**config.mk**
```make
export PLATFORM = sky130hd
export DESIGN_NAME = swd_debug_access_sequencer_core_flat
export DESIGN_NICKNAME = d
export VERILOG_FILES = /design/src/design/sdas_pkg.sv /design/src/design/sdas_if.sv /design/src/design/swd_debug_access_sequencer_core.sv /design/src/design/sdas_front.sv /design/src/design/sdas_back.sv /design/src/flat_wrapper.sv
export SDC_FILE = /design/constraint.sdc
export NUM_CORES = 1
export LEC_CHECK = 0
export BUFFER_PORTS_ARGS = -buffer_cell sky130_fd_sc_hd__buf_2
export CORE_MARGIN = 4
export CORE_UTILIZATION = 45
export DETAILED_ROUTE_END_ITERATION = 10
export SYNTH_ARGS = -nofsm -noshare
export SYNTH_HDL_FRONTEND = slang
export SYNTH_SLANG_ARGS = --single-unit
export TNS_END_PERCENT = 10
```
**constraint.sdc**
```tcl
create_clock -name clk -period 19.8 [get_ports clk]
set_input_delay 0 -clock clk [delete_from_list [all_inputs] [get_ports clk]]
set_output_delay 0 -clock clk [all_outputs]
set_load 0.03 [all_outputs]
```
**src/design/sdas_pkg.sv**
```systemverilog
// Shared types, codes and constants for the SWD debug access sequencer.
// No dependencies; the top, front and back files import this package.
package sdas_pkg;

    localparam int QUEUE_DEPTH = 4;
    localparam int QPTR_W      = $clog2(QUEUE_DEPTH);

    localparam logic [3:0] OP_READ_DP    = 4'd0;
    localparam logic [3:0] OP_WRITE_DP   = 4'd1;
    localparam logic [3:0] OP_READ_AP    = 4'd2;
    localparam logic [3:0] OP_WRITE_AP   = 4'd3;
    localparam logic [3:0] OP_MEM_READ   = 4'd4;
    localparam logic [3:0] OP_MEM_WRITE  = 4'd5;
    localparam logic [3:0] OP_CONNECT    = 4'd6;
    localparam logic [3:0] OP_DISCONNECT = 4'd7;
    localparam logic [3:0] OP_PHY_REPLY  = 4'd8;

    localparam logic [1:0] ACK_OK    = 2'd0;
    localparam logic [1:0] ACK_WAIT  = 2'd1;
    localparam logic [1:0] ACK_FAULT = 2'd2;
    localparam logic [1:0] ACK_LINK  = 2'd3;

    localparam logic [2:0] ST_OK      = 3'd0;
    localparam logic [2:0] ST_FAULT   = 3'd1;
    localparam logic [2:0] ST_TIMEOUT = 3'd2;
    localparam logic [2:0] ST_LINK    = 3'd3;
    localparam logic [2:0] ST_BAD_ID  = 3'd4;
    localparam logic [2:0] ST_BAD_ARG = 3'd5;

    localparam logic [2:0] STG_NONE  = 3'd0;
    localparam logic [2:0] STG_DPIDR = 3'd1;
    localparam logic [2:0] STG_ABORT = 3'd2;
    localparam logic [2:0] STG_SEL   = 3'd3;
    localparam logic [2:0] STG_PREQ  = 3'd4;
    localparam logic [2:0] STG_PACK  = 3'd5;
    localparam logic [2:0] STG_APIDR = 3'd6;
    localparam logic [2:0] STG_CSW   = 3'd7;

    localparam logic [1:0] CFG_WAIT_LIMIT = 2'd0;
    localparam logic [1:0] CFG_POLL_LIMIT = 2'd1;
    localparam logic [1:0] CFG_CSW        = 2'd2;

    localparam logic [1:0] REG_ABORT  = 2'd0;
    localparam logic [1:0] REG_CTRL   = 2'd1;
    localparam logic [1:0] REG_SELECT = 2'd2;
    localparam logic [1:0] REG_RDBUFF = 2'd3;

    localparam logic [7:0]  LIMIT_RESET  = 8'd100;
    localparam logic [31:0] CSW_RESET    = 32'h2300_0052;
    localparam logic [31:0] ABORT_CLEAR  = 32'h0000_001E;
    localparam logic [31:0] PWR_REQ      = 32'h5000_0000;
    localparam logic [31:0] PWR_ACK      = 32'hA000_0000;
    localparam logic [31:0] APSEL_MASK   = 32'h0000_00F0;
    localparam logic [31:0] IDR_BANK_SEL = 32'h0000_00F0;
    localparam logic [3:0]  IDR_BANK     = 4'hF;

    typedef enum logic [4:0] {
        S_IDLE, S_DP, S_AP_SEL, S_AP, S_RDBUF, S_FABORT, S_M_SEL, S_M_CSW,
        S_M_TAR, S_M_DRW, S_M_RDBUF, S_C_ID, S_C_ABORT, S_C_SEL, S_C_PREQ,
        S_C_POLL, S_C_PABORT, S_C_ISEL, S_C_IAP, S_C_IRDBUF, S_C_CSEL, S_C_CSW
    } step_t;

    typedef struct packed {
        logic [3:0]  operation;
        logic [31:0] address;
        logic [31:0] write_data;
        logic [1:0]  phy_ack;
        logic [31:0] phy_read_data;
    } item_t;

    typedef struct packed {
        logic        kind;
        logic        req_ap;
        logic        req_read;
        logic [1:0]  req_reg;
        logic [31:0] req_data;
        logic [2:0]  status;
        logic [31:0] read_value;
        logic [31:0] ap_id;
        logic [2:0]  fail_stage;
    } result_t;

    typedef struct packed {
        logic  valid;
        item_t item;
    } queue_head_t;

    function automatic logic [2:0] stage_of(step_t s);
        logic [2:0] r;
        r = STG_NONE;
        unique case (s)
            S_C_ID:                           r = STG_DPIDR;
            S_C_ABORT:                        r = STG_ABORT;
            S_C_SEL:                          r = STG_SEL;
            S_C_PREQ:                         r = STG_PREQ;
            S_C_POLL, S_C_PABORT:             r = STG_PACK;
            S_C_ISEL, S_C_IAP, S_C_IRDBUF:    r = STG_APIDR;
            S_C_CSEL, S_C_CSW:                r = STG_CSW;
            default:                          r = STG_NONE;
        endcase
        return r;
    endfunction

endpackage

```
**src/design/sdas_if.sv**
```systemverilog
// Handshake channel interfaces for command/reply beats and result beats.
// Depends on nothing.
interface sdas_cmd_if;
    logic        valid;
    logic        ready;
    logic [3:0]  operation;
    logic [31:0] address;
    logic [31:0] write_data;
    logic [1:0]  phy_ack;
    logic [31:0] phy_read_data;

    modport source (output valid, operation, address, write_data, phy_ack, phy_read_data,
                    input ready);
    modport sink   (input valid, operation, address, write_data, phy_ack, phy_read_data,
                    output ready);
endinterface

interface sdas_res_if;
    logic        valid;
    logic        ready;
    logic        kind;
    logic        req_ap;
    logic        req_read;
    logic [1:0]  req_reg;
    logic [31:0] req_data;
    logic [2:0]  status;
    logic [31:0] read_value;
    logic [31:0] ap_id;
    logic [2:0]  fail_stage;

    modport source (output valid, kind, req_ap, req_read, req_reg, req_data, status,
                    read_value, ap_id, fail_stage, input ready);
    modport sink   (input valid, kind, req_ap, req_read, req_reg, req_data, status,
                    read_value, ap_id, fail_stage, output ready);
endinterface

```
**src/design/swd_debug_access_sequencer_core.sv**
```systemverilog
// Top level of the SWD debug access sequencer: front queue plus sequencer.
// Depends on sdas_pkg, sdas_if, sdas_front and sdas_back.
//
//  channel | dir | beat contents
//  cmd     | in  | host command or phy reply (operation, address, data, ack)
//  res     | out | SWD transfer request or host completion
//  cfg     | in  | register write (cfg_we, cfg_index, cfg_data)
//
// One beat per cycle is taken while the 4-entry queue has room; the sequencer
// retires one queued beat per cycle, held only while a result is stalled in the
// result register. A beat is registered in a queue entry and then in the result
// register. Reset clears all but the queue and result data; no clearing pass.
module swd_debug_access_sequencer_core (
    input  logic        clk,
    input  logic        rst_n,
    sdas_cmd_if.sink    cmd,
    sdas_res_if.source  res,
    input  logic        cfg_we,
    input  logic [1:0]  cfg_index,
    input  logic [31:0] cfg_data
);
    import sdas_pkg::*;

    item_t       in_item;
    queue_head_t head;
    logic        pop;
    result_t     out_res;

    assign in_item.operation     = cmd.operation;
    assign in_item.address       = cmd.address;
    assign in_item.write_data    = cmd.write_data;
    assign in_item.phy_ack       = cmd.phy_ack;
    assign in_item.phy_read_data = cmd.phy_read_data;

    sdas_front u_front (
        .clk      (clk),
        .rst_n    (rst_n),
        .in_valid (cmd.valid),
        .in_ready (cmd.ready),
        .in_item  (in_item),
        .head     (head),
        .pop      (pop)
    );

    sdas_back u_back (
        .clk       (clk),
        .rst_n     (rst_n),
        .cfg_we    (cfg_we),
        .cfg_index (cfg_index),
        .cfg_data  (cfg_data),
        .head      (head),
        .pop       (pop),
        .out_valid (res.valid),
        .out_ready (res.ready),
        .out_res   (out_res)
    );

    assign res.kind       = out_res.kind;
    assign res.req_ap     = out_res.req_ap;
    assign res.req_read   = out_res.req_read;
    assign res.req_reg    = out_res.req_reg;
    assign res.req_data   = out_res.req_data;
    assign res.status     = out_res.status;
    assign res.read_value = out_res.read_value;
    assign res.ap_id      = out_res.ap_id;
    assign res.fail_stage = out_res.fail_stage;

endmodule

```
**src/design/sdas_front.sv**
```systemverilog
// Front end: takes command/reply beats, drops undefined operations and
// queues the rest for the sequencer. Depends on sdas_pkg.
module sdas_front (
    input  logic                clk,
    input  logic                rst_n,
    input  logic                in_valid,
    output logic                in_ready,
    input  sdas_pkg::item_t     in_item,
    output sdas_pkg::queue_head_t head,
    input  logic                pop
);
    import sdas_pkg::*;

    item_t                q_mem [QUEUE_DEPTH];
    logic [QPTR_W-1:0]    wr_ptr_reg, wr_ptr_next;
    logic [QPTR_W-1:0]    rd_ptr_reg, rd_ptr_next;
    logic [QPTR_W:0]      count_reg, count_next;
    logic                 push;

    assign in_ready = (count_reg != QUEUE_DEPTH[QPTR_W:0]);
    // undefined operations never reach the queue
    assign push = in_valid && in_ready && (in_item.operation <= OP_PHY_REPLY);

    assign head.valid = (count_reg != '0);
    assign head.item  = q_mem[rd_ptr_reg];

    always_comb
    begin
        wr_ptr_next = push ? wr_ptr_reg + 1'b1 : wr_ptr_reg;
        rd_ptr_next = pop  ? rd_ptr_reg + 1'b1 : rd_ptr_reg;
        count_next  = count_reg;
        if (push && !pop)
            count_next = count_reg + 1'b1;
        else if (pop && !push)
            count_next = count_reg - 1'b1;
    end

    always_ff @(posedge clk)
    begin
        if (push)
            q_mem[wr_ptr_reg] <= in_item;
    end

    always_ff @(posedge clk or negedge rst_n)
    begin
        if (!rst_n)
        begin
            wr_ptr_reg <= '0;
            rd_ptr_reg <= '0;
            count_reg  <= '0;
        end
        else
        begin
            wr_ptr_reg <= wr_ptr_next;
            rd_ptr_reg <= rd_ptr_next;
            count_reg  <= count_next;
        end
    end

endmodule

```
**src/design/sdas_back.sv**
```systemverilog
// Back end: the transfer sequencer, its bank cache, config registers and the
// result register. Depends on sdas_pkg.
module sdas_back (
    input  logic                  clk,
    input  logic                  rst_n,
    input  logic                  cfg_we,
    input  logic [1:0]            cfg_index,
    input  logic [31:0]           cfg_data,
    input  sdas_pkg::queue_head_t head,
    output logic                  pop,
    output logic                  out_valid,
    input  logic                  out_ready,
    output sdas_pkg::result_t     out_res
);
    import sdas_pkg::*;

    logic [7:0]  wait_limit_reg, poll_limit_reg;
    logic [31:0] csw_reg;

    step_t       step_reg, step_next;
    logic [3:0]  cmd_reg, cmd_next;
    logic        bank_valid_reg, bank_valid_next;
    logic [3:0]  bank_reg, bank_next;
    logic        connected_reg, connected_next;
    logic [7:0]  retry_reg, retry_next;
    logic [7:0]  poll_reg, poll_next;
    logic [31:0] addr_reg, addr_next;
    logic [31:0] data_reg, data_next;
    logic [31:0] dpid_reg, dpid_next;
    logic [2:0]  pend_reg, pend_next;
    logic [2:0]  astage_reg, astage_next;

    logic        out_valid_reg;
    result_t     out_res_reg;

    logic        do_go, do_emit, do_fin, do_pfail;
    step_t       go_step;
    logic [2:0]  fin_st, fin_stage;
    logic [31:0] fin_val;
    logic [7:0]  retry_inc, poll_inc;
    logic [3:0]  ap_bank;
    item_t       it;
    result_t     res;

    assign it        = head.item;
    assign pop       = head.valid && (!out_valid_reg || out_ready);
    assign out_valid = out_valid_reg;
    assign out_res   = out_res_reg;
    assign ap_bank   = addr_reg[7:4];
    assign retry_inc = retry_reg + 8'd1;
    assign poll_inc  = poll_reg + 8'd1;

    always_comb
    begin
        step_next = step_reg;  cmd_next = cmd_reg;  bank_valid_next = bank_valid_reg;
        bank_next = bank_reg;  connected_next = connected_reg;  retry_next = retry_reg;
        poll_next = poll_reg;  addr_next = addr_reg;  data_next = data_reg;
        dpid_next = dpid_reg;  pend_next = pend_reg;  astage_next = astage_reg;
        do_go = 1'b0;  go_step = S_IDLE;  do_emit = 1'b0;  do_fin = 1'b0;
        do_pfail = 1'b0;  fin_st = ST_OK;  fin_val = '0;  fin_stage = STG_NONE;

        if (pop && it.operation == OP_PHY_REPLY && step_reg != S_IDLE)
        begin
            if (step_reg == S_FABORT)
            begin
                do_fin = 1'b1;  fin_st = pend_reg;  fin_stage = astage_reg;
            end
            else if (step_reg == S_C_PABORT)
                do_pfail = 1'b1;
            else if (it.phy_ack == ACK_OK)
            begin
                unique case (step_reg)
                    S_DP:
                    begin
                        if (cmd_reg == OP_WRITE_DP && addr_reg[3:2] == REG_SELECT)
                            bank_valid_next = 1'b0;
                        do_fin = 1'b1;
                        fin_val = (cmd_reg == OP_READ_DP) ? it.phy_read_data : '0;
                    end
                    S_AP_SEL:
                    begin
                        bank_valid_next = 1'b1;  bank_next = ap_bank;
                        do_go = 1'b1;  go_step = S_AP;
                    end
                    S_AP:
                        if (cmd_reg == OP_READ_AP)
                        begin
                            do_go = 1'b1;  go_step = S_RDBUF;
                        end
                        else
                            do_fin = 1'b1;
                    S_RDBUF, S_M_RDBUF:
                    begin
                        do_fin = 1'b1;  fin_val = it.phy_read_data;
                    end
                    S_M_SEL:
                    begin
                        bank_valid_next = 1'b1;  bank_next = '0;
                        do_go = 1'b1;  go_step = S_M_CSW;
                    end
                    S_M_CSW:
                    begin
                        do_go = 1'b1;  go_step = S_M_TAR;
                    end
                    S_M_TAR:
                    begin
                        do_go = 1'b1;  go_step = S_M_DRW;
                    end
                    S_M_DRW:
                        if (cmd_reg == OP_MEM_READ)
                        begin
                            do_go = 1'b1;  go_step = S_M_RDBUF;
                        end
                        else
                            do_fin = 1'b1;
                    S_C_ID:
                    begin
                        dpid_next = it.phy_read_data;
                        if (it.phy_read_data == '0 || it.phy_read_data == '1)
                        begin
                            do_fin = 1'b1;  fin_st = ST_BAD_ID;  fin_stage = STG_DPIDR;
                        end
                        else
                        begin
                            do_go = 1'b1;  go_step = S_C_ABORT;
                        end
                    end
                    S_C_ABORT:
                    begin
                        do_go = 1'b1;  go_step = S_C_SEL;
                    end
                    S_C_SEL:
                    begin
                        bank_valid_next = 1'b1;  bank_next = '0;
                        do_go = 1'b1;  go_step = S_C_PREQ;
                    end
                    S_C_PREQ:
                    begin
                        poll_next = '0;
                        do_go = 1'b1;  go_step = S_C_POLL;
                    end
                    S_C_POLL:
                        if ((it.phy_read_data & PWR_ACK) != PWR_ACK)
                            do_pfail = 1'b1;
                        else
                        begin
                            do_go = 1'b1;
                            go_step = (bank_valid_reg && bank_reg == IDR_BANK)
                                      ? S_C_IAP : S_C_ISEL;
                        end
                    S_C_ISEL:
                    begin
                        bank_valid_next = 1'b1;  bank_next = IDR_BANK;
                        do_go = 1'b1;  go_step = S_C_IAP;
                    end
                    S_C_IAP:
                    begin
                        do_go = 1'b1;  go_step = S_C_IRDBUF;
                    end
                    S_C_IRDBUF:
                    begin
                        data_next = it.phy_read_data;
                        if (it.phy_read_data == '0 || it.phy_read_data == '1)
                        begin
                            do_fin = 1'b1;  fin_st = ST_BAD_ID;  fin_stage = STG_APIDR;
                        end
                        else
                        begin
                            do_go = 1'b1;
                            go_step = (bank_valid_reg && bank_reg == 4'd0)
                                      ? S_C_CSW : S_C_CSEL;
                        end
                    end
                    S_C_CSEL:
                    begin
                        bank_valid_next = 1'b1;  bank_next = '0;
                        do_go = 1'b1;  go_step = S_C_CSW;
                    end
                    S_C_CSW:
                    begin
                        connected_next = 1'b1;
                        do_fin = 1'b1;
                    end
                    default:
                        step_next = S_IDLE;
                endcase
            end
            else if (it.phy_ack == ACK_FAULT)
            begin
                if (step_reg == S_C_POLL)
                begin
                    do_go = 1'b1;  go_step = S_C_PABORT;
                end
                else
                begin
                    astage_next = stage_of(step_reg);
                    pend_next = ST_FAULT;
                    do_go = 1'b1;  go_step = S_FABORT;
                end
            end
            else
            begin
                fin_st = ST_LINK;
                if (it.phy_ack == ACK_WAIT)
                    fin_st = ST_TIMEOUT;
                if (it.phy_ack == ACK_WAIT && retry_inc < wait_limit_reg)
                begin
                    retry_next = retry_inc;
                    do_emit = 1'b1;
                end
                else if (step_reg == S_C_POLL)
                    do_pfail = 1'b1;
                else
                begin
                    retry_next = retry_inc;
                    do_fin = 1'b1;  fin_stage = stage_of(step_reg);
                end
            end
        end
        else if (pop && it.operation != OP_PHY_REPLY && step_reg == S_IDLE)
        begin
            cmd_next = it.operation;
            case (it.operation)
                OP_READ_DP, OP_WRITE_DP:
                begin
                    addr_next = {24'd0, it.address[7:0]};  data_next = it.write_data;
                    do_go = 1'b1;  go_step = S_DP;
                end
                OP_READ_AP, OP_WRITE_AP:
                begin
                    addr_next = {24'd0, it.address[7:0]};  data_next = it.write_data;
                    do_go = 1'b1;
                    go_step = (bank_valid_reg && bank_reg == it.address[7:4])
                              ? S_AP : S_AP_SEL;
                end
                OP_MEM_READ, OP_MEM_WRITE:
                    if (!connected_reg || it.address[1:0] != 2'd0)
                    begin
                        do_fin = 1'b1;  fin_st = ST_BAD_ARG;
                    end
                    else
                    begin
                        addr_next = it.address;  data_next = it.write_data;
                        do_go = 1'b1;
                        go_step = (bank_valid_reg && bank_reg == 4'd0) ? S_M_CSW : S_M_SEL;
                    end
                OP_CONNECT:
                begin
                    connected_next = 1'b0;  bank_valid_next = 1'b0;
                    dpid_next = '0;  data_next = '0;
                    do_go = 1'b1;  go_step = S_C_ID;
                end
                default:
                begin
                    connected_next = 1'b0;
                    do_fin = 1'b1;
                end
            endcase
        end

        // a failed power poll either retries the poll or ends the connect
        if (do_pfail)
        begin
            poll_next = poll_inc;
            if (poll_inc >= poll_limit_reg)
            begin
                do_fin = 1'b1;  fin_st = ST_TIMEOUT;  fin_val = '0;  fin_stage = STG_PACK;
            end
            else
            begin
                do_go = 1'b1;  go_step = S_C_POLL;
            end
        end
        if (do_go)
        begin
            step_next = go_step;  retry_next = '0;  do_emit = 1'b1;
        end
        if (do_fin)
        begin
            step_next = S_IDLE;  pend_next = fin_st;
        end
    end

    // result word: request built from the step just entered, or a completion
    always_comb
    begin
        res = '0;
        if (do_fin)
        begin
            res.kind   = 1'b1;
            res.status = fin_st;
            if (cmd_next == OP_CONNECT)
            begin
                res.read_value = dpid_next;
                res.ap_id      = data_next;
                res.fail_stage = fin_stage;
            end
            else
                res.read_value = fin_val;
        end
        else
        begin
            case (step_next)
                S_DP:
                begin
                    res.req_read = (cmd_next == OP_READ_DP);
                    res.req_reg  = addr_next[3:2];
                    res.req_data = (cmd_next == OP_WRITE_DP) ? data_next : '0;
                end
                S_AP_SEL:
                begin
                    res.req_reg  = REG_SELECT;
                    res.req_data = addr_next & APSEL_MASK;
                end
                S_M_SEL, S_C_SEL, S_C_CSEL:
                    res.req_reg = REG_SELECT;
                S_C_ISEL:
                begin
                    res.req_reg  = REG_SELECT;
                    res.req_data = IDR_BANK_SEL;
                end
                S_AP:
                begin
                    res.req_ap   = 1'b1;
                    res.req_read = (cmd_next == OP_READ_AP);
                    res.req_reg  = addr_next[3:2];
                    res.req_data = (cmd_next == OP_WRITE_AP) ? data_next : '0;
                end
                S_RDBUF, S_M_RDBUF, S_C_IRDBUF:
                begin
                    res.req_read = 1'b1;
                    res.req_reg  = REG_RDBUFF;
                end
                S_FABORT, S_C_ABORT, S_C_PABORT:
                begin
                    res.req_reg  = REG_ABORT;
                    res.req_data = ABORT_CLEAR;
                end
                S_M_CSW, S_C_CSW:
                begin
                    res.req_ap   = 1'b1;
                    res.req_data = csw_reg;
                end
                S_M_TAR:
                begin
                    res.req_ap   = 1'b1;
                    res.req_reg  = 2'd1;
                    res.req_data = addr_next;
                end
                S_M_DRW:
                begin
                    res.req_ap   = 1'b1;
                    res.req_read = (cmd_next == OP_MEM_READ);
                    res.req_reg  = 2'd3;
                    res.req_data = (cmd_next == OP_MEM_WRITE) ? data_next : '0;
                end
                S_C_ID:
                    res.req_read = 1'b1;
                S_C_PREQ:
                begin
                    res.req_reg  = REG_CTRL;
                    res.req_data = PWR_REQ;
                end
                S_C_POLL:
                begin
                    res.req_read = 1'b1;
                    res.req_reg  = REG_CTRL;
                end
                S_C_IAP:
                begin
                    res.req_ap   = 1'b1;
                    res.req_read = 1'b1;
                    res.req_reg  = 2'd3;
                end
                default:
                    res = '0;
            endcase
        end
    end

    always_ff @(posedge clk)
    begin
        if (pop && (do_emit || do_fin))
            out_res_reg <= res;
    end

    always_ff @(posedge clk or negedge rst_n)
    begin
        if (!rst_n)
        begin
            wait_limit_reg <= LIMIT_RESET;  poll_limit_reg <= LIMIT_RESET;
            csw_reg <= CSW_RESET;
            step_reg <= S_IDLE;  cmd_reg <= '0;  bank_valid_reg <= 1'b0;
            bank_reg <= '0;  connected_reg <= 1'b0;  retry_reg <= '0;
            poll_reg <= '0;  addr_reg <= '0;  data_reg <= '0;  dpid_reg <= '0;
            pend_reg <= '0;  astage_reg <= '0;
            out_valid_reg <= 1'b0;
        end
        else
        begin
            if (cfg_we)
            begin
                case (cfg_index)
                    CFG_WAIT_LIMIT: wait_limit_reg <= cfg_data[7:0];
                    CFG_POLL_LIMIT: poll_limit_reg <= cfg_data[7:0];
                    CFG_CSW:        csw_reg <= cfg_data;
                    default:        ;
                endcase
            end
            step_reg <= step_next;  cmd_reg <= cmd_next;
            bank_valid_reg <= bank_valid_next;  bank_reg <= bank_next;
            connected_reg <= connected_next;  retry_reg <= retry_next;
            poll_reg <= poll_next;  addr_reg <= addr_next;  data_reg <= data_next;
            dpid_reg <= dpid_next;  pend_reg <= pend_next;  astage_reg <= astage_next;
            if (pop && (do_emit || do_fin))
                out_valid_reg <= 1'b1;
            else if (out_ready)
                out_valid_reg <= 1'b0;
        end
    end

endmodule

```
**src/flat_wrapper.sv**
```systemverilog
// flat-port wrapper written by rule: the top's interface ports become plain ports
module swd_debug_access_sequencer_core_flat import sdas_pkg::*;
  (clk, rst_n, cfg_we, cfg_index, cfg_data, cmd_valid, cmd_operation, cmd_address, cmd_write_data, cmd_phy_ack, cmd_phy_read_data, cmd_ready, res_valid, res_kind, res_req_ap, res_req_read, res_req_reg, res_req_data, res_status, res_read_value, res_ap_id, res_fail_stage, res_ready);
  sdas_cmd_if cmd_i ();
  sdas_res_if res_i ();
  input  logic clk;
  input  logic rst_n;
  input  logic cfg_we;
  input  logic [1:0] cfg_index;
  input  logic [31:0] cfg_data;
  input wire logic [$bits(cmd_i.valid)-1:0] cmd_valid;
  input wire logic [$bits(cmd_i.operation)-1:0] cmd_operation;
  input wire logic [$bits(cmd_i.address)-1:0] cmd_address;
  input wire logic [$bits(cmd_i.write_data)-1:0] cmd_write_data;
  input wire logic [$bits(cmd_i.phy_ack)-1:0] cmd_phy_ack;
  input wire logic [$bits(cmd_i.phy_read_data)-1:0] cmd_phy_read_data;
  output wire logic [$bits(cmd_i.ready)-1:0] cmd_ready;
  output wire logic [$bits(res_i.valid)-1:0] res_valid;
  output wire logic [$bits(res_i.kind)-1:0] res_kind;
  output wire logic [$bits(res_i.req_ap)-1:0] res_req_ap;
  output wire logic [$bits(res_i.req_read)-1:0] res_req_read;
  output wire logic [$bits(res_i.req_reg)-1:0] res_req_reg;
  output wire logic [$bits(res_i.req_data)-1:0] res_req_data;
  output wire logic [$bits(res_i.status)-1:0] res_status;
  output wire logic [$bits(res_i.read_value)-1:0] res_read_value;
  output wire logic [$bits(res_i.ap_id)-1:0] res_ap_id;
  output wire logic [$bits(res_i.fail_stage)-1:0] res_fail_stage;
  input wire logic [$bits(res_i.ready)-1:0] res_ready;
  assign cmd_i.valid = cmd_valid;
  assign cmd_i.operation = cmd_operation;
  assign cmd_i.address = cmd_address;
  assign cmd_i.write_data = cmd_write_data;
  assign cmd_i.phy_ack = cmd_phy_ack;
  assign cmd_i.phy_read_data = cmd_phy_read_data;
  assign cmd_ready = cmd_i.ready;
  assign res_valid = res_i.valid;
  assign res_kind = res_i.kind;
  assign res_req_ap = res_i.req_ap;
  assign res_req_read = res_i.req_read;
  assign res_req_reg = res_i.req_reg;
  assign res_req_data = res_i.req_data;
  assign res_status = res_i.status;
  assign res_read_value = res_i.read_value;
  assign res_ap_id = res_i.ap_id;
  assign res_fail_stage = res_i.fail_stage;
  assign res_i.ready = res_ready;
  swd_debug_access_sequencer_core u_core (.clk(clk), .rst_n(rst_n), .cmd(cmd_i), .res(res_i), .cfg_we(cfg_we), .cfg_index(cfg_index), .cfg_data(cfg_data));
endmodule
```
==> impl_metrics.json <==
{
  "status": "completed",
  "finalCriticalPeriod_ns": 6.02,
  "finalSetupViolCount": 0,
  "drc": 0,
  "reg2reg_to": "u_core.u_back.out_res[39]$_SDFFCE_PN0P_",
  "seq_area_frac_synth_pct": 68.5,
  "whs_path_depth": 2,
  "synth.area.top_cells": "edfxtp_1, dfrtp_1, mux4_2",
  "grt_pass1_wl_um": 127000,
  "port_buffers": 249,
  "synth.distinct_cells": 100,
  "grt_overflow": 0,
  "viasPerCell": 5.83,
  "largest_register_ffs": 408,
  "sw_frac_of_total_pct": 37.9,
  "cts.sinks": 704,
  "yosysTopAreaCell": "edfxtp_1",
  "p_per_area_nw_per_um2": 154,
  "synth_nets": 2038,
  "grt_pass1_vias": 18900,
  "root_buffer": "clkbuf_16",
  "internal-power_uw": 3420,
  "end_kind": "flop",
  "synth_area_um2": 29500,
  "ff2ff_path_depth": 11,
  "period_share_pct": 30.4,
  "drv_cap": 0,
  "maxSlewHeadroom_pct": 25.2,
  "tns_ns": 0,
  "min_path_type": "in -> reg",
  "ys_ff_latch": 704,
  "cts_made_buffers": 76,
  "initial_core_util_pct": 45.6,
  "synth_edf_count": 515,
  "place_ws_ns": 13.78,
  "synthArstFlopShare_pct": 26.8,
  "power.switching_uw": 2080,
  "rows": 93,
  "power_frac_comb_pct": 34.3,
  "leakage_uw": 0.0133,
  "dr.first_iter.drc_count": 1708,
  "syn_to_final_growth_pct": 21.3,
  "wl_um": 85300,
  "drt_first_pass_iters": 5,
  "holdPathEnd": "u_core.u_front.q_mem[0][52]$_DFFE_PP_",
  "cts_tree": "done",
  "die_x_um": 264,
  "worstMarginPinSlew_ns": 1.12,
  "wl_per_cell_um": 26.6,
  "routed-via-count": 18700,
  "clockPowerShare_pct": 26.3,
  "cts_buffer_depth": 3,
  "drive_above_1_share_pct": 26.5,
  "fin_util_pct": 55.3,
  "rsz0062_at_grt": "false",
  "ys_warn_count": 0,
  "cp_data_required_time_ns": 20.28,
  "yosys-top-cells-count": "edfxtp_1, dfrtp_1, nand2_1, mux4_2, nor2_1",
  "ctsResizeCount": 0,
  "die-area_um2": 69700,
  "worst-r2r-setup-slack_ns": 13.78,
  "yosysMostFrequentCell": "edfxtp_1",
  "antenna_found_initial": 6,
  "skew_ns": 0.0364,
  "core_area_um2": 64700,
  "place.gp.congestion": 0.931,
  "yosys.area.top_type_share_pct": 52.5,
  "clock_latency_ns": 0.63,
  "clkSlewWorstSetupHoldPaths_ns": 0.06,
  "drv_slew": 0,
  "die_y_um": 264,
  "dpl.hpwl_um": 56900,
  "cp-start-kind": "flop",
  "r2r-start": "u_core.u_front.rd_ptr_reg[1]$_DFFE_PN0P_",
  "synth_flop_cell": "edfxtp_1",
  "critical_path_class": "reg -> reg",
  "ios": 250,
  "fin_ws_ns": 13.78,
  "n_fill_cell": 5222,
  "postRouteAntennaNets": 0,
  "fmax_ghz": 0.166,
  "fin_nets": 2444,
  "p_seq_share_pct": 39.4,
  "grt.total_usage_pct": 24.2,
  "min_from": "cmd_write_data[18]",
  "arrival_ns": 6.50,
  "ir_worst_vdd_mv": 0.122,
  "syn_avg_cell_area_um2": 15.7,
  "finalHoldViolations": 0,
  "cp_max_fo": 66,
  "syn_inst": 1874,
  "cts_max_level": 3,
  "grt_max_degree": 81
}
## per-layer routing
layer  GRT usage (%)  wire (µm)  up-vias
met2            40.0      42100      727
met4            7.62       2790        2
met1            33.4      35000     9646
met3            3.90       5330      137
met5               0         13        -
li1                -          -     8184
## how the worst max path moves through the flow
stage / start / endpoint / slack (ns) / cells after the start
2_1_floorplan: u_core.u_back.retry_reg[0]$_DFFE_PN0P_ / u_core.u_back.out_valid$_DFFE_PN0P_ / 12.66 / 14
3_3_place_gp: u_core.u_front.rd_ptr_reg[1]$_DFFE_PN0P_ / u_core.u_back.out_res[22]$_SDFFCE_PN0P_ / 13.84 / 10
3_5_place_dp: u_core.u_front.rd_ptr_reg[1]$_DFFE_PN0P_ / u_core.u_back.out_res[13]$_SDFFCE_PN0P_ / 13.78 / 10
4_1_cts: u_core.u_front.rd_ptr_reg[1]$_DFFE_PN0P_ / u_core.u_back.out_res[82]$_SDFFCE_PP0P_ / 13.78 / 10
5_1_grt: u_core.u_front.rd_ptr_reg[0]$_DFFE_PN0P_ / u_core.u_back.out_res[37]$_SDFFCE_PN0P_ / 13.40 / 11
6_report: u_core.u_front.rd_ptr_reg[1]$_DFFE_PN0P_ / u_core.u_back.out_res[39]$_SDFFCE_PN0P_ / 13.78 / 11
## stage by stage
stage	instance area [µm²]	std cells	hold WS (ns)	total power (µW)
6_report	35800	3205	0.128	5500
5_1_grt	35800	3201	0.116	5720
4_1_cts	35700	3199	0.0820	5540
3_5_place_dp	31600	2903	-0.0292	4060
3_3_place_gp	31600	2903	-0.0283	4050
2_1_floorplan	29500	1874	-0.296	3370
## logic make-up (layout without fill, tap and decap cells)
logic type / after synthesis / after routing / synth area share, %
other: 0 / 6 / 0
DFF: 704 / 704 / 68.5
AOI/OAI and AO/OA: 335 / 335 / 8.87
buffers and inverters: 147 / 617 / 2.23
muxes: 158 / 158 / 9.91
adders and majority gates: 23 / 23 / 1.00
xor gates and xnor gates: 32 / 32 / 0.951
and+or+nand+nor: 475 / 475 / 8.49
## repair_timing
item / CTS / global route
hold buffers: 154 / 0
setup buffers: 0 / 0
hold endpoints to repair: 503 / 0
## critical path, cell delays in order (launching register included)
cell,delay [ns]
dfrtp_4,1.10
buf_4,0.72
mux4_2,0.43
nand4_1,0.10
or4_1,0.54
o22ai_1,0.40
nand4_1,0.21
and3_1,0.37
inv_2,0.27
nand2b_1,0.45
nor2_4,0.89
a32o_1,0.29
## placed cells by master (no fill, tap or decap), types with 49 or more instances in the layout
master,instances
clkbuf_16,81
buf_2,248
a21oi_1,49
mux2_2,51
mux4_2,102
o21ai_0,61
dlygate4sd3_1,153
edfxtp_1,515
dfrtp_1,175
nand2_1,150
nor2_1,71
## layout make-up
class	instances	area (µm²)	share of cell area, %
timing repair buffer	435	3050	8.54
sequential	704	20200	56.5
multi-input combinational	1023	8660	24.2
clock buffer	114	2280	6.38
antenna	6	15.0	0.0420
clock inverter	28	315	0.882
tap	855	1070	2.99
inverter	40	150	0.420
## power groups by stage
stage / Clock [µW] / Combinational (µW) / Sequential, µW
after floorplan: 0 / 1020 / 2350
after global placement: 0 / 1850 / 2190
after detailed placement: 0 / 1860 / 2200
after CTS: 1470 / 1900 / 2170
after global routing: 1530 / 1990 / 2190
final: 1450 / 1890 / 2170
Note: power is estimated with default switching activity, not from simulation.
